[src/rtl/lrm_pkg.sv]
// Shared constants and types for the Lehmer random range generator.
`default_nettype none
package lrm_pkg;

  localparam int unsigned StateW = 31;
  localparam int unsigned MultW  = 15;
  localparam int unsigned ProdW  = StateW + MultW;
  localparam int unsigned AmtW   = 16;
  localparam int unsigned CntW   = 5;

  localparam logic [MultW-1:0]  LehmerMult = 15'd16807;
  localparam logic [StateW-1:0] LehmerMod  = 31'h7FFF_FFFF;
  localparam logic [StateW-1:0] StateReset = 31'd1;

  typedef logic [StateW-1:0] state_t;
  typedef logic [AmtW-1:0]   amount_t;

  typedef struct packed {
    logic start;
    logic done;
  } unit_ctrl_t;

endpackage
`default_nettype wire

[src/rtl/lrm_mulmod.sv]
// Two-stage multiply by 16807 and fold-reduce modulo 2^31-1.
`default_nettype none
module lrm_mulmod (
  input  wire logic           clk_i,
  input  wire logic           rst_ni,
  input  wire logic           start_i,
  input  wire lrm_pkg::state_t state_i,
  output logic                done_o,
  output lrm_pkg::state_t     result_o
);

  logic [lrm_pkg::ProdW-1:0]    prod_q;
  logic                         prod_vld_q;
  logic                         res_vld_q;
  lrm_pkg::state_t              res_q;
  logic [lrm_pkg::StateW:0]     sum;
  logic [lrm_pkg::StateW:0]     sum_red;

  always_comb begin
    sum = {1'b0, prod_q[lrm_pkg::StateW-1:0]}
        + {{(lrm_pkg::StateW + 1 - lrm_pkg::MultW){1'b0}}, prod_q[lrm_pkg::ProdW-1:lrm_pkg::StateW]};
    if (sum >= {1'b0, lrm_pkg::LehmerMod}) begin
      sum_red = sum - {1'b0, lrm_pkg::LehmerMod};
    end else begin
      sum_red = sum;
    end
  end

  always_ff @(posedge clk_i or negedge rst_ni) begin
    if (!rst_ni) begin
      prod_vld_q <= 1'b0;
      res_vld_q  <= 1'b0;
    end else begin
      prod_vld_q <= start_i;
      res_vld_q  <= prod_vld_q;
    end
  end

  always_ff @(posedge clk_i) begin
    if (start_i) begin
      prod_q <= {{lrm_pkg::MultW{1'b0}}, state_i} * {{lrm_pkg::StateW{1'b0}}, lrm_pkg::LehmerMult};
    end
    if (prod_vld_q) begin
      res_q <= sum_red[lrm_pkg::StateW-1:0];
    end
  end

  assign done_o   = res_vld_q;
  assign result_o = res_q;

endmodule
`default_nettype wire

[src/rtl/lrm_divider.sv]
// Bit-serial restoring remainder unit: 31-bit dividend by 16-bit divisor.
`default_nettype none
module lrm_divider (
  input  wire logic            clk_i,
  input  wire logic            rst_ni,
  input  wire lrm_pkg::unit_ctrl_t ctrl_i,
  input  wire lrm_pkg::state_t  dividend_i,
  input  wire lrm_pkg::amount_t divisor_i,
  output lrm_pkg::unit_ctrl_t   ctrl_o,
  output lrm_pkg::amount_t      remainder_o
);

  logic                       busy_q;
  logic                       done_q;
  logic [lrm_pkg::CntW-1:0]   cnt_q;
  lrm_pkg::state_t            dvd_q;
  lrm_pkg::amount_t           dvs_q;
  lrm_pkg::amount_t           rem_q;
  logic [lrm_pkg::AmtW:0]     trial;
  logic [lrm_pkg::AmtW:0]     diff;
  lrm_pkg::amount_t           rem_d;

  always_comb begin
    trial = {rem_q, dvd_q[lrm_pkg::StateW-1]};
    diff  = trial - {1'b0, dvs_q};
    if (trial >= {1'b0, dvs_q}) begin
      rem_d = diff[lrm_pkg::AmtW-1:0];
    end else begin
      rem_d = trial[lrm_pkg::AmtW-1:0];
    end
  end

  always_ff @(posedge clk_i or negedge rst_ni) begin
    if (!rst_ni) begin
      busy_q <= 1'b0;
      done_q <= 1'b0;
      cnt_q  <= '0;
    end else begin
      done_q <= 1'b0;
      if (ctrl_i.start) begin
        busy_q <= 1'b1;
        cnt_q  <= lrm_pkg::CntW'(lrm_pkg::StateW);
      end else if (busy_q) begin
        cnt_q <= cnt_q - 1'b1;
        if (cnt_q == lrm_pkg::CntW'(1)) begin
          busy_q <= 1'b0;
          done_q <= 1'b1;
        end
      end
    end
  end

  always_ff @(posedge clk_i) begin
    if (ctrl_i.start) begin
      dvd_q <= dividend_i;
      dvs_q <= divisor_i;
      rem_q <= '0;
    end else if (busy_q) begin
      dvd_q <= {dvd_q[lrm_pkg::StateW-2:0], 1'b0};
      rem_q <= rem_d;
    end
  end

  assign ctrl_o.start = busy_q;
  assign ctrl_o.done  = done_q;
  assign remainder_o  = rem_q;

endmodule
`default_nettype wire

[src/rtl/lehmer_random_modulo.sv]
// Top level: Park-Miller generator with a range reduction per request.
//
// Usage:
// The slave stream carries one request item per bound in s_axis_tdata_i.
// Each accepted item advances the 31-bit state by a multiply with 16807
// modulo 2^31-1 and returns one result item on the master stream holding
// the new state modulo the bound and the new state itself. A zero bound
// gives a value of 0 with tuser set, and the state still advances.
// An accepted item passes through the multiply-reduce unit, then the
// bit-serial remainder unit, which handles one dividend bit per cycle,
// and is then handed off to the output register.
// One item is worked on at a time; s_axis_tready_o is high only between
// items, so a new item is not accepted before the last result has been
// handed off to the output register.
// A finished result sits in an output register; while the receiver
// stalls it holds, and the block may still accept and compute the next
// item, which then waits until the register is free.
// Reset sets the state to 1 and empties the output register.
`default_nettype none
module lehmer_random_modulo (
  input  wire logic        clk_i,
  input  wire logic        rst_ni,
  input  wire logic        s_axis_tvalid_i,
  output logic             s_axis_tready_o,
  input  wire logic [15:0] s_axis_tdata_i,   // [15:0] amount
  output logic             m_axis_tvalid_o,
  input  wire logic        m_axis_tready_i,
  output logic [47:0]      m_axis_tdata_o,   // [15:0] value, [46:16] new_state, [47] zero
  output logic             m_axis_tuser_o    // [0] divide_error
);

  localparam logic [1:0] StIdle = 2'd0;
  localparam logic [1:0] StMul  = 2'd1;
  localparam logic [1:0] StDiv  = 2'd2;
  localparam logic [1:0] StHold = 2'd3;

  logic [1:0]          st_q, st_d;
  lrm_pkg::state_t     state_q;
  lrm_pkg::amount_t    amount_q;
  logic                out_vld_q;
  lrm_pkg::amount_t    out_value_q;
  lrm_pkg::state_t     out_state_q;
  logic                out_err_q;

  logic                in_acc;
  logic                mm_done;
  lrm_pkg::state_t     mm_result;
  lrm_pkg::unit_ctrl_t div_ctrl_in;
  lrm_pkg::unit_ctrl_t div_ctrl_out;
  lrm_pkg::amount_t    div_rem;
  logic                out_load;
  logic                amt_zero;

  assign in_acc   = s_axis_tvalid_i && s_axis_tready_o;
  assign amt_zero = (amount_q == '0);
  assign out_load = (st_q == StHold) && (!out_vld_q || m_axis_tready_i);

  assign div_ctrl_in.start = (st_q == StMul) && mm_done;
  assign div_ctrl_in.done  = 1'b0;

  lrm_mulmod u_mulmod (
    .clk_i    (clk_i),
    .rst_ni   (rst_ni),
    .start_i  (in_acc),
    .state_i  (state_q),
    .done_o   (mm_done),
    .result_o (mm_result)
  );

  lrm_divider u_divider (
    .clk_i       (clk_i),
    .rst_ni      (rst_ni),
    .ctrl_i      (div_ctrl_in),
    .dividend_i  (mm_result),
    .divisor_i   (amount_q),
    .ctrl_o      (div_ctrl_out),
    .remainder_o (div_rem)
  );

  always_comb begin
    st_d = st_q;
    case (st_q)
      StIdle: begin
        if (in_acc) begin
          st_d = StMul;
        end
      end
      StMul: begin
        if (mm_done) begin
          st_d = StDiv;
        end
      end
      StDiv: begin
        if (div_ctrl_out.done) begin
          st_d = StHold;
        end
      end
      StHold: begin
        if (out_load) begin
          st_d = StIdle;
        end
      end
      default: st_d = StIdle;
    endcase
  end

  always_ff @(posedge clk_i or negedge rst_ni) begin
    if (!rst_ni) begin
      st_q      <= StIdle;
      state_q   <= lrm_pkg::StateReset;
      out_vld_q <= 1'b0;
    end else begin
      st_q <= st_d;
      if ((st_q == StMul) && mm_done) begin
        state_q <= mm_result;
      end
      if (out_load) begin
        out_vld_q <= 1'b1;
      end else if (m_axis_tready_i) begin
        out_vld_q <= 1'b0;
      end
    end
  end

  always_ff @(posedge clk_i) begin
    if (in_acc) begin
      amount_q <= s_axis_tdata_i;
    end
    if (out_load) begin
      out_value_q <= amt_zero ? '0 : div_rem;
      out_state_q <= state_q;
      out_err_q   <= amt_zero;
    end
  end

  assign s_axis_tready_o = (st_q == StIdle);
  assign m_axis_tvalid_o = out_vld_q;
  assign m_axis_tdata_o  = {1'b0, out_state_q, out_value_q};
  assign m_axis_tuser_o  = out_err_q;

endmodule
`default_nettype wire

[config.mk]
export PLATFORM = sky130hd
export DESIGN_NAME = lehmer_random_modulo
export DESIGN_NICKNAME = d
export VERILOG_FILES = /design/src/rtl/lrm_pkg.sv /design/src/rtl/lrm_mulmod.sv /design/src/rtl/lrm_divider.sv /design/src/rtl/lehmer_random_modulo.sv
export SDC_FILE = /design/constraint.sdc
export NUM_CORES = 1
export LEC_CHECK = 0
export BUFFER_PORTS_ARGS = -buffer_cell sky130_fd_sc_hd__buf_2
export CORE_MARGIN = 5
export CORE_UTILIZATION = 40
export DETAILED_ROUTE_END_ITERATION = 7
export SLEW_MARGIN = 10
export SYNTH_ARGS = -nofsm -noshare
export SYNTH_HDL_FRONTEND = slang
export SYNTH_SLANG_ARGS = --single-unit
[constraint.sdc]
create_clock -name clk_i -period 6.3 [get_ports clk_i]
set_input_delay 0.315 -clock clk_i [delete_from_list [all_inputs] [get_ports clk_i]]
set_output_delay 0.315 -clock clk_i [all_outputs]
set_load 0.01 [all_outputs]
==> impl_metrics.ini, run 1 <==
[outcome]
status = completed

[yosys]
ys_warn_count = 0
synth-seq-cells = 247
syn_inst = 1778
syn_area_per_cell_um2 = 10.61
netlist_area_um2 = 18870
ys_types = 97
ys.flop_type = edfxtp_1
synth_fp_nets = 2158
synth_edf_count = 188
synth-seq-area-share = 0.3733
synthArstFlopShare = 0.1741

[finish]
drive_gt1_frac = 0.1127
finalNetCount = 2284
fin_util = 0.4580
mostFrequentLayoutCell = inv_1
antennaDiodeCount = 0
final_cell_mix = inv_1 (315), ha_1 (219), edfxtp_1 (188), nand2_1 (163), fa_1 (135)
areaGrowthSynthToFinish_pct = 13.25

[worst_setup_path]
crit_family = adder cells
endpoint_kind = flop
crit_top_cell = inv_1
path_cells = inv_1 -> fa_1 -> inv_1 -> ha_1 -> inv_1 -> fa_1 -> inv_1 -> fa_1 -> fa_1 -> inv_1 -> fa_1 -> inv_1 -> ha_2 -> nand4_1 -> nor2_1 -> a21o_1 -> and4b_2 -> or4b_4 -> a21oi_2 -> a41o_1 -> o41ai_2 -> xnor2_1
slowest_delay_ns = 0.59
worst-path-max-fanout = 5
crit_buf_inv = 6
cp-start-kind = flop
worstPathArrival_ns = 6.34
critPathRequiredTime_ns = 6.60
crit_type = flop to flop
crit_slowest_cell = or4b_4

[cts]
clock_tree.root_cell = clkbuf_16
cts_tree = built
cts_setup_buffers = 0
clk_pin_slew_ns = 0.06
cts.htree.levels = 1
cts_buffer_depth = 3
cts_buffers = 29
cts.sinks = 247
clk_latency_ns = 0.56

[placed_design]
gpl.final_weighted_congestion = 0.8769
dpl.hpwl_mm = 35.00
port_buffers = 69

[sta]
hold_ws_ns = 0.06607
max_slew_margin = 0.3484
tightest_slew_ns = 0.9774
period_needed_ns = 6.035
fmax_mhz = 165.7
finalClockSkew_ns = 0.01343
drv_slew = 0
finalSetupViolCount = 0
period_share = 0.9579
hold_viol = 0
rsz0062_at_grt = no
setup_tns_ns = 0

[grt]
track_usage = 0.1741
grt_pass1_vias = 13310
grt_pass1_wl_mm = 71.53
overflow = 0
antenna_found_initial = 0
grt_max_degree = 78

[die]
dieArea_um2 = 51610
rows = 79
die_height_um = 227.2
initial_core_util = 0.4044
die_w_um = 227.2
ios = 71
core_area_um2 = 46650

[drt]
post_drt_via_cell_ratio = 5.152
totalWireLength_mm = 44.63
post_drt_wl_per_cell_um = 17.62
vias = 13050
dr.pass1.iters = 5
ant_nets = 0
drc = 0
drt_iter0_markers = 858

[hold_path]
hp-class = input pin to flop

[flow_run]
maxCapViolCount = 0
[worst min-delay path, stage by stage]
cell	delay (ns)
buf_2	0.07
nand2b_1	0.13
nand2_1	0.06
[kinds of logic (layout without fill, tap and decap cells)]
kind of cell,count (synthesis),after routing,synth area share
xor+xnor,84,84,0.03899
mux,10,10,0.005438
other cells,1,1,0.0001988
fa+ha+maj,360,360,0.2925
buf+inv,355,503,0.07282
compound gates,282,282,0.1011
simple gates,439,439,0.1157
flops,247,247,0.3733
[layout make-up]
class                           instances  area, um^2
Clock buffer                           41       840.8
Clock inverter                         12       121.4
Fill cell                            4299       25290
Inverter                              317        1190
Multi-Input combinational cell       1176       10540
Sequential cell                       247        7044
Tap cell                              607       759.5
Timing Repair Buffer                  133       868.3
[Yosys cell counts, drive strengths merged, types with 13 or more instances]
cell,n,area share
inv,316,0.063
ha,225,0.15
edfxtp,188,0.30
nand2,165,0.033
fa,135,0.14
nor2,90,0.018
o21ai,73,0.020
a21oi,67,0.018
xnor2,61,0.028
dfrtp,42,0.056
and2,27,0.0090
clkbuf,26,0.0052
a21o,25,0.010
nand3,24,0.0066
nand4,24,0.0083
xor2,23,0.011
nor3,22,0.0064
a211oi,21,0.0095
and3,17,0.0056
dfxtp,16,0.017
nor2b,13,0.0043
[worst paths after layout]
kind,from,endpoint,slack [ns],cells past startpoint
max,state_q[24],u_mulmod.prod_q[43],0.27,22
min,m_axis_tready_i,m_axis_tvalid_o,0.07,3
max reg2reg,state_q[24],u_mulmod.prod_q[43],0.27,22
min reg2reg,amount_q[0],u_divider.dvs_q[0],0.46,0
max in group asynchronous,rst_ni,u_mulmod.prod_vld_q,5.42,3
min in group asynchronous,rst_ni,state_q[10],0.41,3
[stage by stage]
step / instances / area, um^2 / setup slack [ns]
global route: 2533 / 21370 / 0.009837
detailed placement: 2463 / 20140 / 0.1030
global placement: 2463 / 20140 / 0.1701
floorplan: 1778 / 18870 / 0.3902
finish: 2533 / 21370 / 0.2655
CTS: 2533 / 21280 / 0.06341
[per-layer routing]
metal,up-vias,global-route usage,share of wire
met2,256,0.3095,0.50
met3,70,0.01999,0.037
li1,6309,-,-
met1,6416,0.2261,0.43
met4,0,0.04803,0.026
met5,-,0,0
[sequential cells by signal (all words and copies together) (netlist names)]
| name | cells |
|---|---|
| u_mulmod.prod_q | 46 |
| out_state_q | 31 |
| state_q | 31 |
| u_divider.dvd_q | 31 |
| u_mulmod.result_o | 31 |
| amount_q | 16 |
| out_value_q | 16 |
| u_divider.dvs_q | 16 |
| u_divider.remainder_o | 16 |
| u_divider.cnt_q | 5 |
| st_q | 2 |
| m_axis_tuser_o | 1 |
| m_axis_tvalid_o | 1 |
| u_divider.busy_q | 1 |
| u_divider.done_q | 1 |
| u_mulmod.done_o | 1 |
| u_mulmod.prod_vld_q | 1 |
[what timing repair did]
action | CTS | global route
hold endpoints to repair | 58 | 0
resized for setup | 0 | 18
setup endpoints to repair | 0 | 10
hold buffers | 17 | 0
Power of run 1 is not shown: default switching activity piles up to over one toggle a cycle in this logic, so the estimate is an artifact.
==> run 2: changes to the inputs <==
Settings changed: CTS_BUF_LIST set to sky130_fd_sc_hd__clkbuf_8.
==> run 2 against run 1 <==
Routed wire length rose by 1.1%. Clock skew rose by 0.0087 ns. Die area did not move. Sequential share of layout area rose by 0.099 points. Setup slack got worse by 0.027 ns. Final area fell by 0.30%. Core utilization fell by 0.14 points. Critical endpoint unchanged.
==> impl_metrics.ini, run 2 (synthesized netlist as in run 1, its figures left out) <==
[outcome]
status = completed

[grt]
grt_pass1_vias = 13470
antenna_found_initial = 0
overflow = 0
grt_max_degree = 78
grt_pass1_wl_mm = 72.11
track_usage = 0.1766

[worst_setup_path]
crit_type = flop to flop
slowest_delay_ns = 0.58
ff2ff_setup_slack_ns = 0.24
path_cells = inv_1 -> fa_1 -> inv_1 -> ha_1 -> inv_1 -> fa_1 -> inv_1 -> fa_1 -> fa_1 -> inv_1 -> fa_1 -> inv_1 -> ha_2 -> nand4_1 -> nor2_1 -> a21o_1 -> and4b_2 -> or4b_4 -> a21oi_1 -> a41o_1 -> o41ai_2 -> xnor2_1
crit_slowest_cell = or4b_4
r2r-start = state_q[24]
worst-path-max-fanout = 5
crit_family = adder cells
reg2reg_depth = 22
endpoint_kind = flop
critPathRequiredTime_ns = 6.62
worstPathArrival_ns = 6.39
crit_buf_inv = 6
crit_top_cell = inv_1
cp-start-kind = flop
r2r_end = u_mulmod.prod_q[43]

[sta]
fin_ws_ns = 0.2384
period_share = 0.9622
finalSetupViolCount = 0
fmax_mhz = 165.0
finalClockSkew_ns = 0.02216
setup_tns_ns = 0
max_slew_margin = 0.3469
drv_slew = 0
tightest_slew_ns = 0.9796
period_needed_ns = 6.062
hold_viol = 0
hold_ws_ns = 0.05335

[cts]
cts.htree.levels = 2
cts_buffers = 45
cts_tree = built
cts_buffer_depth = 3
clock_tree.root_cell = clkbuf_8
clk_pin_slew_ns = 0.06
clk_latency_ns = 0.58
cts.sinks = 247
cts_setup_buffers = 0

[die]
initial_core_util = 0.4044
ios = 71
die_height_um = 227.2
rows = 79
die_w_um = 227.2
core_area_um2 = 46650
dieArea_um2 = 51610

[finish]
areaGrowthSynthToFinish_pct = 12.91
drive_gt1_frac = 0.1176
largest_reg_flops = 46
design_area_um2 = 21300
finalNetCount = 2300
top_register = u_mulmod.prod_q
antennaDiodeCount = 0
mostFrequentLayoutCell = inv_1
ff_latch_area_um2 = 7044
fill_cells = 4336
final_cell_mix = inv_1 (334), ha_1 (219), edfxtp_1 (188), nand2_1 (163), fa_1 (135)
multi_input_area_um2 = 10540

[placed_design]
dpl_worst_slack_ns = 0.1030
dpl.hpwl_mm = 35.00
port_buffers = 69
gpl.final_weighted_congestion = 0.8769
place_area_um2 = 20140

[drt]
dr.pass1.iters = 7
drc = 0
vias = 13160
ant_nets = 0
post_drt_via_cell_ratio = 5.136
drt_iter0_markers = 881
post_drt_wl_per_cell_um = 17.60
totalWireLength_mm = 45.12

[hold_path]
min_path_cells = 3
hp-class = input pin to flop
hold_end = m_axis_tvalid_o
holdCritStartpoint = m_axis_tready_i

[flow_run]
maxCapViolCount = 0
-- run 2: worst max path at each step --
stage | startpoint | endpoint | cells past startpoint
after floorplan | state_q[22] | u_mulmod.prod_q[43] | 23
after global placement | state_q[14] | u_mulmod.prod_q[43] | 22
after detailed placement | state_q[15] | u_mulmod.prod_q[42] | 22
after CTS | state_q[15] | u_mulmod.prod_q[42] | 22
after global routing | state_q[14] | u_mulmod.prod_q[43] | 22
final | state_q[24] | u_mulmod.prod_q[43] | 22
-- run 2: cell type report --
class | count | share of cell area
Clock buffer | 58 | 0.03747
Multi-Input combinational cell | 1176 | 0.4948
Timing Repair Buffer | 133 | 0.04076
Sequential cell | 247 | 0.3307
Clock inverter | 25 | 0.004757
Tap cell | 607 | 0.03565
Inverter | 317 | 0.05586
-- run 2: worst min-delay path, cell delays in order --
cell,delay (ns)
buf_2,0.07
nand2b_1,0.13
nand2_1,0.06
-- run 2: what timing repair did --
action,CTS,global route
endpoints found under the setup margin,0,9
endpoints found under the hold margin,58,0
hold buffers,17,0
gates resized for setup,0,17
-- run 2: through the flow --
step,std cells,utilization
detailed placement,2463,0.4318
CTS,2563,0.4547
global placement,2463,0.4318
finish,2563,0.4566
floorplan,1778,-
global route,2563,0.4566
-- run 2: routing by layer --
layer | track usage | wire (um)
met5 | 0 | 0
met4 | 0.05189 | 1202
met3 | 0.02515 | 1765
met2 | 0.3123 | 22680
met1 | 0.2264 | 19460
Power of run 2 is left out for the same reason.
==> run 3: changes to the inputs <==
--- a/config.mk
+++ b/config.mk
@@ -12,2 +12,3 @@
 export DETAILED_ROUTE_END_ITERATION = 7
+export SETUP_SLACK_MARGIN = 0.05
 export SLEW_MARGIN = 10
==> constraint.sdc (replaced) <==
create_clock -name clk_i -period 6.3 [get_ports clk_i]
set_input_delay 0.945 -clock clk_i [delete_from_list [all_inputs] [get_ports clk_i]]
set_output_delay 0.945 -clock clk_i [all_outputs]
set_load 0.01 [all_outputs]
==> run 3 against run 2 <==
Core utilization decreased by 0.33 points. Global-route usage about the same. Critical path depth unchanged. Critical path type unchanged. Setup slack improved by 0.036 ns. Highest routed layer unchanged.
==> impl_metrics.ini, run 3 (synthesized netlist as in run 1, its figures left out) <==
[worst_setup_path]
r2r-start = state_q[24]
slowest_delay_ns = 0.58
cp-start-kind = flop
crit_type = flop to flop
crit_path_end = u_mulmod.prod_q[43]
crit_top_cell = inv_1
reg2reg_depth = 22
cp-startpoint = state_q[24]
path_cells = inv_1 -> fa_1 -> inv_1 -> ha_1 -> inv_1 -> fa_1 -> inv_1 -> fa_1 -> fa_1 -> inv_1 -> fa_1 -> inv_1 -> ha_2 -> nand4_1 -> nor2_1 -> a21o_1 -> and4b_2 -> or4b_4 -> a21oi_2 -> a41o_1 -> o41ai_2 -> xnor2_1
crit_slowest_cell = or4b_4
worst-path-max-fanout = 5
critPathRequiredTime_ns = 6.63
r2r_end = u_mulmod.prod_q[43]
endpoint_kind = flop
ff2ff_setup_slack_ns = 0.27
worstPathArrival_ns = 6.35

[drt]
post_drt_via_cell_ratio = 5.148
drc = 0
met3_length_mm = 1.786
totalWireLength_mm = 45.00
drt_iter0_markers = 859
wl_met1_mm = 19.36
vias = 13110
dr_wl_met2_mm = 22.68
top_layer_used = met4
post_drt_wl_per_cell_um = 17.67
dr.pass1.iters = 5
ant_nets = 0

[finish]
antennaDiodeCount = 0
areaGrowthSynthToFinish_pct = 12.10
drive_gt1_frac = 0.1196
finalNetCount = 2283
top_register = u_mulmod.prod_q
final_cell_mix = inv_1 (334), ha_1 (219), edfxtp_1 (188), nand2_1 (163), fa_1 (135)
fill_cells = 4351
mostFrequentLayoutCell = inv_1
largest_reg_flops = 46

[cts]
cts.htree.levels = 2
cts_tree = built
cts.sinks = 247
cts_buffer_depth = 3
cts_setup_buffers = 0
clock_tree.root_cell = clkbuf_8
clk_latency_ns = 0.58
clk_pin_slew_ns = 0.06
cts_buffers = 45
postCtsHoldBufs = 0

[die]
dieArea_um2 = 51610
rows = 79
core_area_um2 = 46650
die_w_um = 227.2
die_height_um = 227.2
ios = 71
initial_core_util = 0.4044

[placed_design]
port_buffers = 69
gpl.final_weighted_congestion = 0.8769
dpl.hpwl_mm = 35.00

[sta]
setup_tns_ns = 0
drv_slew = 0
period_needed_ns = 6.025
hold_viol = 0
period_share = 0.9564
max_slew_margin = 0.3500
rsz0062_at_grt = yes
finalSetupViolCount = 0
hold_ws_ns = 0.4484
finalClockSkew_ns = 0.02278
fmax_mhz = 166.0
tightest_slew_ns = 0.9750

[grt]
grt_pass1_vias = 13390
overflow = 0
track_usage = 0.1764
grt_pass1_wl_mm = 72.01
grt_max_degree = 78
antenna_found_initial = 0

[outcome]
status = completed

[flow_run]
maxCapViolCount = 0

[hold_path]
hp-class = flop to flop
[run 3: cell types whose count changed in the layout (fill, tap and decap cells not counted), sizes merged]
cell and change:
dlygate4sd3 -17
[run 3: per-layer routing]
metal	track usage	vias to the layer above
met5	0	-
met4	0.05035	0
met3	0.02515	72
met2	0.3121	271
met1	0.2267	6457
li1	-	6306
[run 3: cell type report]
type                       count  area, um^2  share of cell area
clock inverter                25       101.3            0.004792
clock buffer                  58       798.3             0.03774
inverter                     317        1190             0.05626
timing repair buffer         116       698.2             0.03301
tap                          607       759.5             0.03591
sequential                   247        7044              0.3331
multi-input combinational   1176       10560              0.4992
[run 3: how the worst min path moves through the flow]
stage,slack (ns),endpoint,from,cells past startpoint
final,0.45,u_divider.dvs_q[7],amount_q[7],0
after detailed placement,0.44,u_divider.dvs_q[7],amount_q[7],0
after floorplan,0.43,u_divider.dvs_q[10],amount_q[10],0
after CTS,0.45,u_divider.dvs_q[7],amount_q[7],0
after global placement,0.44,u_divider.dvs_q[7],amount_q[7],0
after global routing,0.47,u_divider.dvs_q[5],amount_q[5],0
[run 3: through the flow]
stage               cell area (um^2)    util  setup slack, ns  std cells
global placement               20140  0.4318           0.1701       2463
detailed placement             20140  0.4318           0.1030       2463
finish                         21150  0.4533           0.2746       2546
global route                   21150  0.4533          0.03907       2546
floorplan                      18870       -           0.3902       1778
CTS                            21040  0.4511          0.09737       2546
[run 3: what timing repair did]
item	CTS	global route
hold endpoints to repair	0	0
endpoints found under the setup margin	0	11
gates resized for setup	0	22
[run 3: critical path: cells and delay by family (launching register included)]
kind	cells	cell delay [ns]
adder cells (fa/ha/maj)	7	3.25
AND/OR/NAND/NOR	4	1.08
AO/OA/AOI/OAI	4	0.62
buffers and inverters	6	0.35
flip-flops	1	0.34
XOR/XNOR	1	0.13
Power of run 3 is left out for the same reason.
